==> config.mk <==
export PLATFORM = sky130hd
export DESIGN_NAME = stepper_trapezoid_ramp
export DESIGN_NICKNAME = d
export VERILOG_FILES = /design/src/stp_ramp_pkg.sv /design/src/stepper_trapezoid_ramp.sv
export SDC_FILE = /design/constraint.sdc
export NUM_CORES = 1
export LEC_CHECK = 0
export ABC_AREA = 1
export BUFFER_PORTS_ARGS = -buffer_cell sky130_fd_sc_hd__buf_2
export CAP_MARGIN = 20
export CORE_UTILIZATION = 55
export CTS_CLUSTER_DIAMETER = 30
export DETAILED_ROUTE_END_ITERATION = 6
export PLACE_DENSITY = 0.73
export SYNTH_ARGS = -nofsm -noshare
export SYNTH_HDL_FRONTEND = slang
export SYNTH_SLANG_ARGS = --single-unit
export TNS_END_PERCENT = 1
==> constraint.sdc <==
create_clock -name clk_i -period 7.5 [get_ports clk_i]
set_clock_uncertainty 0.2 [all_clocks]
set_input_delay 0.75 -clock clk_i [delete_from_list [all_inputs] [get_ports clk_i]]
set_output_delay 0.75 -clock clk_i [all_outputs]
set_load 0.01 [all_outputs]
==> src/stp_ramp_pkg.sv <==
`timescale 1ns / 1ps
// ----------------------------------------------------------------------------
// Trapezoid ramp package
// Shared codes, widths and register defaults of the trapezoidal stepper
// move profiler.
// ----------------------------------------------------------------------------
package stp_ramp_pkg;

  localparam int unsigned CfgIdxW  = 3;
  localparam int unsigned CfgDataW = 16;
  localparam int unsigned DivW     = 32;
  localparam int unsigned StepCntW = 31;
  localparam int unsigned AccelW   = 30;

  typedef enum logic [1:0] {
    KIND_START  = 2'd0,
    KIND_PERIOD = 2'd1,
    KIND_EVAL   = 2'd2,
    KIND_NONE   = 2'd3
  } kind_e;

  typedef enum logic [1:0] {
    PH_IDLE   = 2'd0,
    PH_ACCEL  = 2'd1,
    PH_CRUISE = 2'd2,
    PH_DECEL  = 2'd3
  } phase_e;

  typedef enum logic [CfgIdxW-1:0] {
    CFG_START_PERIOD   = 3'd0,
    CFG_CRUISE_PERIOD  = 3'd1,
    CFG_PERIOD_FLOOR   = 3'd2,
    CFG_PERIOD_CEILING = 3'd3,
    CFG_RAMP_TICKS     = 3'd4,
    CFG_SPEED_FLOOR    = 3'd5,
    CFG_TOP_SPEED      = 3'd6,
    CFG_UNUSED         = 3'd7
  } cfg_idx_e;

  localparam logic [15:0] RstStartPeriod   = 16'd1000;
  localparam logic [15:0] RstCruisePeriod  = 16'd720;
  localparam logic [15:0] RstPeriodFloor   = 16'd720;
  localparam logic [15:0] RstPeriodCeiling = 16'd1000;
  localparam logic [7:0]  RstRampTicks     = 8'd35;
  localparam logic [15:0] RstSpeedFloor    = 16'd10;
  localparam logic [15:0] RstTopSpeed      = 16'd100;

  localparam logic [15:0] SpeedMax   = 16'hFFFF;
  localparam logic [7:0]  RampCntMax = 8'hFF;

endpackage

==> src/stepper_trapezoid_ramp.sv <==
`timescale 1ns / 1ps
// ----------------------------------------------------------------------------
// Trapezoidal stepper move profiler
// Splits a move into acceleration, cruise and deceleration, counts steps and
// position, ramps the timer period and steps the duty value.
// ----------------------------------------------------------------------------
// Start and evaluate beats go from acceptance through S_DIV and S_DONE to the
// result beat: one shared restoring divider runs 32 compare-and-subtract steps,
// giving the speed interval for a start beat and the step count remainder for
// an evaluate beat. Period-end beats and unused kinds go straight to S_DONE.
// One beat is worked on at a time; the output register holds a finished result
// while the next beat is accepted. Configuration is to be written by the user
// only while the block is idle; the block itself does not enforce this.
module stepper_trapezoid_ramp #(
  parameter int unsigned COUNT_WIDTH = 32
) (
  input  logic                                 clk_i,
  input  logic                                 rst_ni,

  input  logic                                 cfg_we_i,
  input  logic [stp_ramp_pkg::CfgIdxW-1:0]     cfg_idx_i,
  input  logic [stp_ramp_pkg::CfgDataW-1:0]    cfg_wdata_i,

  input  logic                                 in_valid_i,
  output logic                                 in_stall_o,
  input  logic [1:0]                           kind_i,
  input  logic [stp_ramp_pkg::StepCntW-1:0]    step_count_i,
  input  logic                                 direction_i,

  output logic                                 out_valid_o,
  input  logic                                 out_stall_i,
  output logic [15:0]                          timer_period_o,
  output logic [15:0]                          duty_o,
  output logic [1:0]                           phase_o,
  output logic signed [31:0]                   position_o,
  output logic                                 motor_enable_o,
  output logic                                 move_done_o
);
  import stp_ramp_pkg::*;

  localparam int unsigned IterW = $clog2(DivW);
  localparam logic [IterW-1:0] IterLast = IterW'(DivW - 1);

  typedef enum logic [1:0] {
    S_IDLE,
    S_DIV,
    S_DONE
  } state_e;

  state_e state_q;

  logic [15:0] start_period_q, cruise_period_q, period_floor_q, period_ceiling_q;
  logic [7:0]  ramp_ticks_q;
  logic [15:0] speed_floor_q, top_speed_q;

  kind_e                kind_q;
  logic [StepCntW-1:0]  count_q;
  logic                 dir_q;

  logic [DivW-1:0]      rem_q, quo_q;
  logic [AccelW-1:0]    dvs_q;
  logic [IterW-1:0]     iter_q;

  phase_e               phase_q, phase_d;
  logic [COUNT_WIDTH-1:0] steps_taken_q, steps_taken_d;
  logic [StepCntW-1:0]  steps_total_q, steps_total_d;
  logic [AccelW-1:0]    accel_steps_q, accel_steps_d;
  logic [StepCntW-1:0]  cruise_steps_q, cruise_steps_d;
  logic [AccelW-1:0]    speed_interval_q, speed_interval_d;
  logic [COUNT_WIDTH-1:0] cruise_end_q, cruise_end_d;
  logic [15:0]          speed_q, speed_d;
  logic [15:0]          ramp_period_q, ramp_period_d;
  logic [15:0]          reload_q, reload_d;
  logic [7:0]           ramp_cnt_q, ramp_cnt_d;
  logic [31:0]          position_q, position_d;
  logic                 done_q, done_d;
  logic                 enable_q, enable_d;

  logic                 out_valid_q;
  logic [15:0]          out_period_q, out_duty_q;
  phase_e               out_phase_q;
  logic [31:0]          out_position_q;
  logic                 out_enable_q, out_done_q;

  logic                 in_accept;
  logic                 out_free;
  logic [DivW:0]        div_shift, div_diff;
  logic [DivW-1:0]      div_dividend;
  logic [AccelW-1:0]    div_divisor;
  logic [31:0]          steps_ext, sum_end;
  logic [7:0]           ramp_cnt_inc;
  logic                 rem_zero;

  assign in_stall_o = (state_q != S_IDLE);
  assign in_accept  = in_valid_i && !in_stall_o;
  assign out_free   = !out_valid_q || !out_stall_i;

  assign steps_ext = 32'(steps_taken_q);

  always_comb begin
    if (kind_e'(kind_i) == KIND_START) begin
      div_dividend = DivW'(step_count_i[StepCntW-1:2]);
      div_divisor  = (top_speed_q == '0) ? AccelW'(1) : AccelW'(top_speed_q);
    end else begin
      div_dividend = DivW'(steps_taken_q);
      div_divisor  = (speed_interval_q == '0) ? AccelW'(1) : speed_interval_q;
    end
  end

  assign div_shift = {rem_q, quo_q[DivW-1]};
  assign div_diff  = div_shift - (DivW+1)'(dvs_q);
  assign rem_zero  = (rem_q == '0);

  assign ramp_cnt_inc = (ramp_cnt_q < RampCntMax) ? ramp_cnt_q + 8'd1 : ramp_cnt_q;
  assign sum_end      = steps_ext + 32'(cruise_steps_q);

  always_comb begin
    phase_d          = phase_q;
    steps_taken_d    = steps_taken_q;
    steps_total_d    = steps_total_q;
    accel_steps_d    = accel_steps_q;
    cruise_steps_d   = cruise_steps_q;
    speed_interval_d = speed_interval_q;
    cruise_end_d     = cruise_end_q;
    speed_d          = speed_q;
    ramp_period_d    = ramp_period_q;
    reload_d         = reload_q;
    ramp_cnt_d       = ramp_cnt_q;
    position_d       = position_q;
    done_d           = done_q;
    enable_d         = enable_q;

    case (kind_q)
      KIND_START: begin
        steps_total_d    = count_q;
        accel_steps_d    = AccelW'(count_q[StepCntW-1:2]);
        cruise_steps_d   = count_q - StepCntW'({count_q[StepCntW-1:2], 1'b0});
        speed_interval_d = quo_q[AccelW-1:0];
        phase_d          = PH_ACCEL;
        speed_d          = 16'd1;
        ramp_period_d    = start_period_q;
        reload_d         = start_period_q;
        enable_d         = 1'b1;
        done_d           = 1'b0;
      end
      KIND_PERIOD: begin
        steps_taken_d = steps_taken_q + COUNT_WIDTH'(1);
        position_d    = dir_q ? position_q + 32'd1 : position_q - 32'd1;
        ramp_cnt_d    = ramp_cnt_inc;
        if (phase_q == PH_ACCEL && ramp_cnt_inc >= ramp_ticks_q) begin
          ramp_cnt_d = '0;
          if (ramp_period_q > period_floor_q) begin
            ramp_period_d = ramp_period_q - 16'd1;
            reload_d      = ramp_period_q - 16'd1;
          end
        end else if (phase_q == PH_DECEL && ramp_cnt_inc >= ramp_ticks_q) begin
          ramp_cnt_d = '0;
          if (ramp_period_q < period_ceiling_q) begin
            ramp_period_d = ramp_period_q + 16'd1;
            reload_d      = ramp_period_q + 16'd1;
          end
        end
      end
      KIND_EVAL: begin
        unique case (phase_q)
          PH_ACCEL: begin
            if (accel_steps_q != '0 && steps_ext >= 32'(accel_steps_q)) begin
              reload_d     = cruise_period_q;
              cruise_end_d = sum_end[COUNT_WIDTH-1:0];
              phase_d      = PH_CRUISE;
            end else begin
              if (accel_steps_q == '0) begin
                phase_d = PH_DECEL;
              end
              if (speed_q <= ramp_period_q && rem_zero && speed_q != SpeedMax) begin
                speed_d = speed_q + 16'd1;
              end
            end
          end
          PH_CRUISE: begin
            if (steps_ext >= 32'(cruise_end_q)) begin
              phase_d = PH_DECEL;
            end
          end
          PH_DECEL: begin
            if (steps_ext >= 32'(steps_total_q)) begin
              phase_d = PH_IDLE;
            end else if (speed_q >= speed_floor_q && rem_zero && speed_q != '0) begin
              speed_d = speed_q - 16'd1;
            end
          end
          PH_IDLE: begin
            enable_d         = 1'b0;
            steps_taken_d    = '0;
            speed_d          = '0;
            accel_steps_d    = '0;
            cruise_steps_d   = '0;
            speed_interval_d = '0;
            steps_total_d    = '0;
            cruise_end_d     = '0;
            done_d           = 1'b1;
          end
          default: begin
            phase_d = phase_q;
          end
        endcase
      end
      default: begin
        phase_d = phase_q;
      end
    endcase
  end

  always_ff @(posedge clk_i or negedge rst_ni) begin
    if (!rst_ni) begin
      start_period_q   <= RstStartPeriod;
      cruise_period_q  <= RstCruisePeriod;
      period_floor_q   <= RstPeriodFloor;
      period_ceiling_q <= RstPeriodCeiling;
      ramp_ticks_q     <= RstRampTicks;
      speed_floor_q    <= RstSpeedFloor;
      top_speed_q      <= RstTopSpeed;
    end else if (cfg_we_i) begin
      unique case (cfg_idx_e'(cfg_idx_i))
        CFG_START_PERIOD:   start_period_q   <= cfg_wdata_i;
        CFG_CRUISE_PERIOD:  cruise_period_q  <= cfg_wdata_i;
        CFG_PERIOD_FLOOR:   period_floor_q   <= cfg_wdata_i;
        CFG_PERIOD_CEILING: period_ceiling_q <= cfg_wdata_i;
        CFG_RAMP_TICKS:     ramp_ticks_q     <= cfg_wdata_i[7:0];
        CFG_SPEED_FLOOR:    speed_floor_q    <= cfg_wdata_i;
        CFG_TOP_SPEED:      top_speed_q      <= cfg_wdata_i;
        default: begin
        end
      endcase
    end
  end

  always_ff @(posedge clk_i or negedge rst_ni) begin
    if (!rst_ni) begin
      state_q          <= S_IDLE;
      kind_q           <= KIND_NONE;
      count_q          <= '0;
      dir_q            <= 1'b0;
      rem_q            <= '0;
      quo_q            <= '0;
      dvs_q            <= '0;
      iter_q           <= '0;
      phase_q          <= PH_IDLE;
      steps_taken_q    <= '0;
      steps_total_q    <= '0;
      accel_steps_q    <= '0;
      cruise_steps_q   <= '0;
      speed_interval_q <= '0;
      cruise_end_q     <= '0;
      speed_q          <= '0;
      ramp_period_q    <= '0;
      reload_q         <= '0;
      ramp_cnt_q       <= '0;
      position_q       <= '0;
      done_q           <= 1'b0;
      enable_q         <= 1'b0;
      out_valid_q      <= 1'b0;
      out_period_q     <= '0;
      out_duty_q       <= '0;
      out_phase_q      <= PH_IDLE;
      out_position_q   <= '0;
      out_enable_q     <= 1'b0;
      out_done_q       <= 1'b0;
    end else begin
      if (out_valid_q && !out_stall_i && state_q != S_DONE) begin
        out_valid_q <= 1'b0;
      end
      unique case (state_q)
        S_IDLE: begin
          if (in_accept) begin
            kind_q  <= kind_e'(kind_i);
            count_q <= step_count_i;
            dir_q   <= direction_i;
            rem_q   <= '0;
            quo_q   <= div_dividend;
            dvs_q   <= div_divisor;
            iter_q  <= '0;
            if (kind_e'(kind_i) == KIND_START || kind_e'(kind_i) == KIND_EVAL) begin
              state_q <= S_DIV;
            end else begin
              state_q <= S_DONE;
            end
          end
        end
        S_DIV: begin
          if (!div_diff[DivW]) begin
            rem_q <= div_diff[DivW-1:0];
            quo_q <= {quo_q[DivW-2:0], 1'b1};
          end else begin
            rem_q <= div_shift[DivW-1:0];
            quo_q <= {quo_q[DivW-2:0], 1'b0};
          end
          iter_q <= iter_q + IterW'(1);
          if (iter_q == IterLast) begin
            state_q <= S_DONE;
          end
        end
        S_DONE: begin
          if (out_free) begin
            phase_q          <= phase_d;
            steps_taken_q    <= steps_taken_d;
            steps_total_q    <= steps_total_d;
            accel_steps_q    <= accel_steps_d;
            cruise_steps_q   <= cruise_steps_d;
            speed_interval_q <= speed_interval_d;
            cruise_end_q     <= cruise_end_d;
            speed_q          <= speed_d;
            ramp_period_q    <= ramp_period_d;
            reload_q         <= reload_d;
            ramp_cnt_q       <= ramp_cnt_d;
            position_q       <= position_d;
            done_q           <= done_d;
            enable_q         <= enable_d;
            out_valid_q      <= 1'b1;
            out_period_q     <= reload_d;
            out_duty_q       <= speed_d;
            out_phase_q      <= phase_d;
            out_position_q   <= position_d;
            out_enable_q     <= enable_d;
            out_done_q       <= done_d;
            state_q          <= S_IDLE;
          end
        end
        default: begin
          state_q <= S_IDLE;
        end
      endcase
    end
  end

  assign out_valid_o    = out_valid_q;
  assign timer_period_o = out_period_q;
  assign duty_o         = out_duty_q;
  assign phase_o        = out_phase_q;
  assign position_o     = signed'(out_position_q);
  assign motor_enable_o = out_enable_q;
  assign move_done_o    = out_done_q;

endmodule
==> qor.yml <==
gp_congestion: 0.969
coreArea_um2: 60700
start_util_pct: 55.9
yosysWarningCount: 0
clockRootBuffer: "clkbuf_16"
layout-drive-gt1-share_pct: 9.21
peakVddDrop_mv: 0.367
yosysTopAreaCell: "dfrtp_1"
ys_ff_latch: 487
cts_resized: 0
synth.area.top_cells: "dfrtp_1 34%, nand2_1 14%, ha_1 12%, inv_1 6.3%, o21ai_0 6.1%"
synth_top_flop_cell: "dfrtp_1"
worstPathArrival_ns: 5.19
clock_sinks: 487
rsz0062_at_grt: "no"
clock_latency_ns: 0.67
p_leak_nw: 20.1
synth_edf_count: 0
wl_um: 107000
critPathTopFamily: "simple AND/OR/NAND/NOR gates"
syn2layout_area_growth_pct: 16.1
syn_nets: 5060
clk_pin_slew_ns: 0.06
grt_overflow: 0
hp-class: "input port to flip-flop"
multi_input_area_um2: 19000
cts_max_path_buffers: 3
synth_top_area_share_pct: 33.7
timing.critical_path.to_type: "flip-flop"
grt_pass1_wl_um: 170000
cp_common_cell: "nand2_1"
powerDensity_nw_per_um2: 493
fin_crit_ns: 4.78
vias: 32900
wl_per_cell_um: 18.8
ctsHoldBuffers: 1
die_x_um: 250
cpPeakStageDelay_ns: 0.40
finalHoldViolations: 0
finalMaxSlewViolations: 0
cp_max_fo: 16
regArea_um2: 12200
grt_usage_pct: 34.2
final_common_cell: "nand2_1"
syn-cell-area_um2: 33900
antenna_cells: 0
tightest_slew_ns: 1.03
io_pins: 128
ys_async_sr_fraction_pct: 100
grt_max_degree: 142
maxCapViolations: 0
synth.distinct_cells: 52
placementRows: 90
cp.required_ns: 7.91
htree_levels: 3
antenna_found_initial: 2
drc: 0
outcome: "complete, no violations"
critical_path_buf_inv_count: 4
clock.fmax_ghz: 0.209
drt_iter0_drc: 2971
dp_hpwl_um: 77800
start_kind: "flip-flop"
portBuffers: 127
fin_ws_ns: 2.72
crit_type: "flip-flop to flip-flop"
syn_area_per_cell_um2: 7.25
ant_nets: 0
via_per_inst: 5.78
slowest_stage: "dfrtp_1"
finalSetupViolations: 0
fin_nets: 5199
slew_headroom_pct: 31.5
mostFrequentLayoutCells: "1283 x nand2_1, 569 x inv_1, 457 x dfrtp_1"
period_share_pct: 63.7
dr.pass1.iters: 6
fill_cells: 5366
fin_tns_setup_ns: 0
cts_buffers: 113
grt_pass1_vias: 31400
synth-seq-area-share_pct: 36.0
pre_cts_ws_ns: 2.81
die-area_um2: 62700
cts_tree: "done"
synthCells: 4678
die_h_um: 250
cts_setup_buffers: 0
[routing by layer]
layer  GRT usage, %  share of wire (%)  routed length, µm  vias up
li1               -                  -                  -    15900
met5              0              0.019                 20        -
met3           5.73                7.9               8440      255
met4           13.1                3.6               3830        4
met2           53.7                 45              47900     1256
met1           47.3                 44              46800    15500
[where the power goes]
group          switching, mW  internal, mW  leakage (nW)
Combinational           6.52          3.29          11.8
Sequential             0.729          3.56          6.24
Clock                   1.70          3.62          2.02
[logic make-up (layout without fill, tap and decap cells)]
group | after synthesis | after routing | share of synthesized area (%)
simple gates | 2086 | 2086 | 25.8
compound gates | 1025 | 1025 | 16.7
buf+inv | 704 | 943 | 8.05
flops | 487 | 487 | 36.0
fa+ha+maj | 324 | 324 | 12.1
xor+xnor | 52 | 52 | 1.34
[per-stage QoR]
stage	instance area (µm²)	power (mW)	std cells	util [%]	hold WS (ns)
floorplan	33900	11.3	4678	-	0.253
global placement	35200	13.7	5481	58.0	0.256
detailed placement	35200	13.9	5481	58.0	0.265
CTS	39400	19.3	5697	64.9	0.0877
global route	39400	21.0	5699	64.9	0.108
finish	39400	19.4	5699	64.9	0.120
[registers in the layout, summed over array words and instances, names as in the netlist, 30 cells and up]
name and count:
quo_q 32, speed_interval_q 30, position_o 32, count_q 31, dvs_q 30, rem_q 32
steps_ext 32, cruise_end_q 32, cruise_steps_q 30, steps_total_q 30
[synth_stat cells (15+ instances only)]
master / number
nor4_1: 24
clkbuf_1: 84
buf_2: 15
dfrtp_1: 457
o21bai_1: 20
xnor2_1: 30
nor2_1: 335
a21o_1: 21
nand4_1: 82
nor3_1: 69
a21oi_1: 357
o21a_1: 27
or2_2: 16
o21ai_1: 24
a22oi_1: 35
nand2_1: 1285
nand3b_1: 19
dfstp_2: 30
nand3_1: 216
o221ai_1: 17
o21ai_0: 414
ha_1: 318
o22ai_1: 71
xor2_1: 22
inv_1: 569
[final cells by class]
class | count | share of cell area [%]
Sequential cell | 487 | 31.0
Clock inverter | 76 | 2.59
Inverter | 583 | 5.55
Timing Repair Buffer | 145 | 2.11
Multi-Input combinational cell | 3487 | 48.2
Clock buffer | 139 | 7.99
Tap cell | 782 | 2.48
[path summary, 6_finish.rpt]
check	start	endpoint	slack (ns)	cells after the start
setup reg to reg	ramp_cnt_q[0]	timer_period_o[14]	2.72	28
max in group asynchronous	rst_ni	period_ceiling_q[10]	5.15	3
hold reg to reg	motor_enable_o	motor_enable_o	0.28	2
hold / removal	direction_i	dir_q	0.12	3
min in group asynchronous	rst_ni	rem_q[22]	0.52	2
setup / recovery	ramp_cnt_q[0]	timer_period_o[14]	2.72	28
[tightest hold or removal path, stage by stage]
cell and delay, ns:
buf_2 0.08, nand2_1 0.04, o21ai_0 0.07
(Power assumes the default switching activity.)
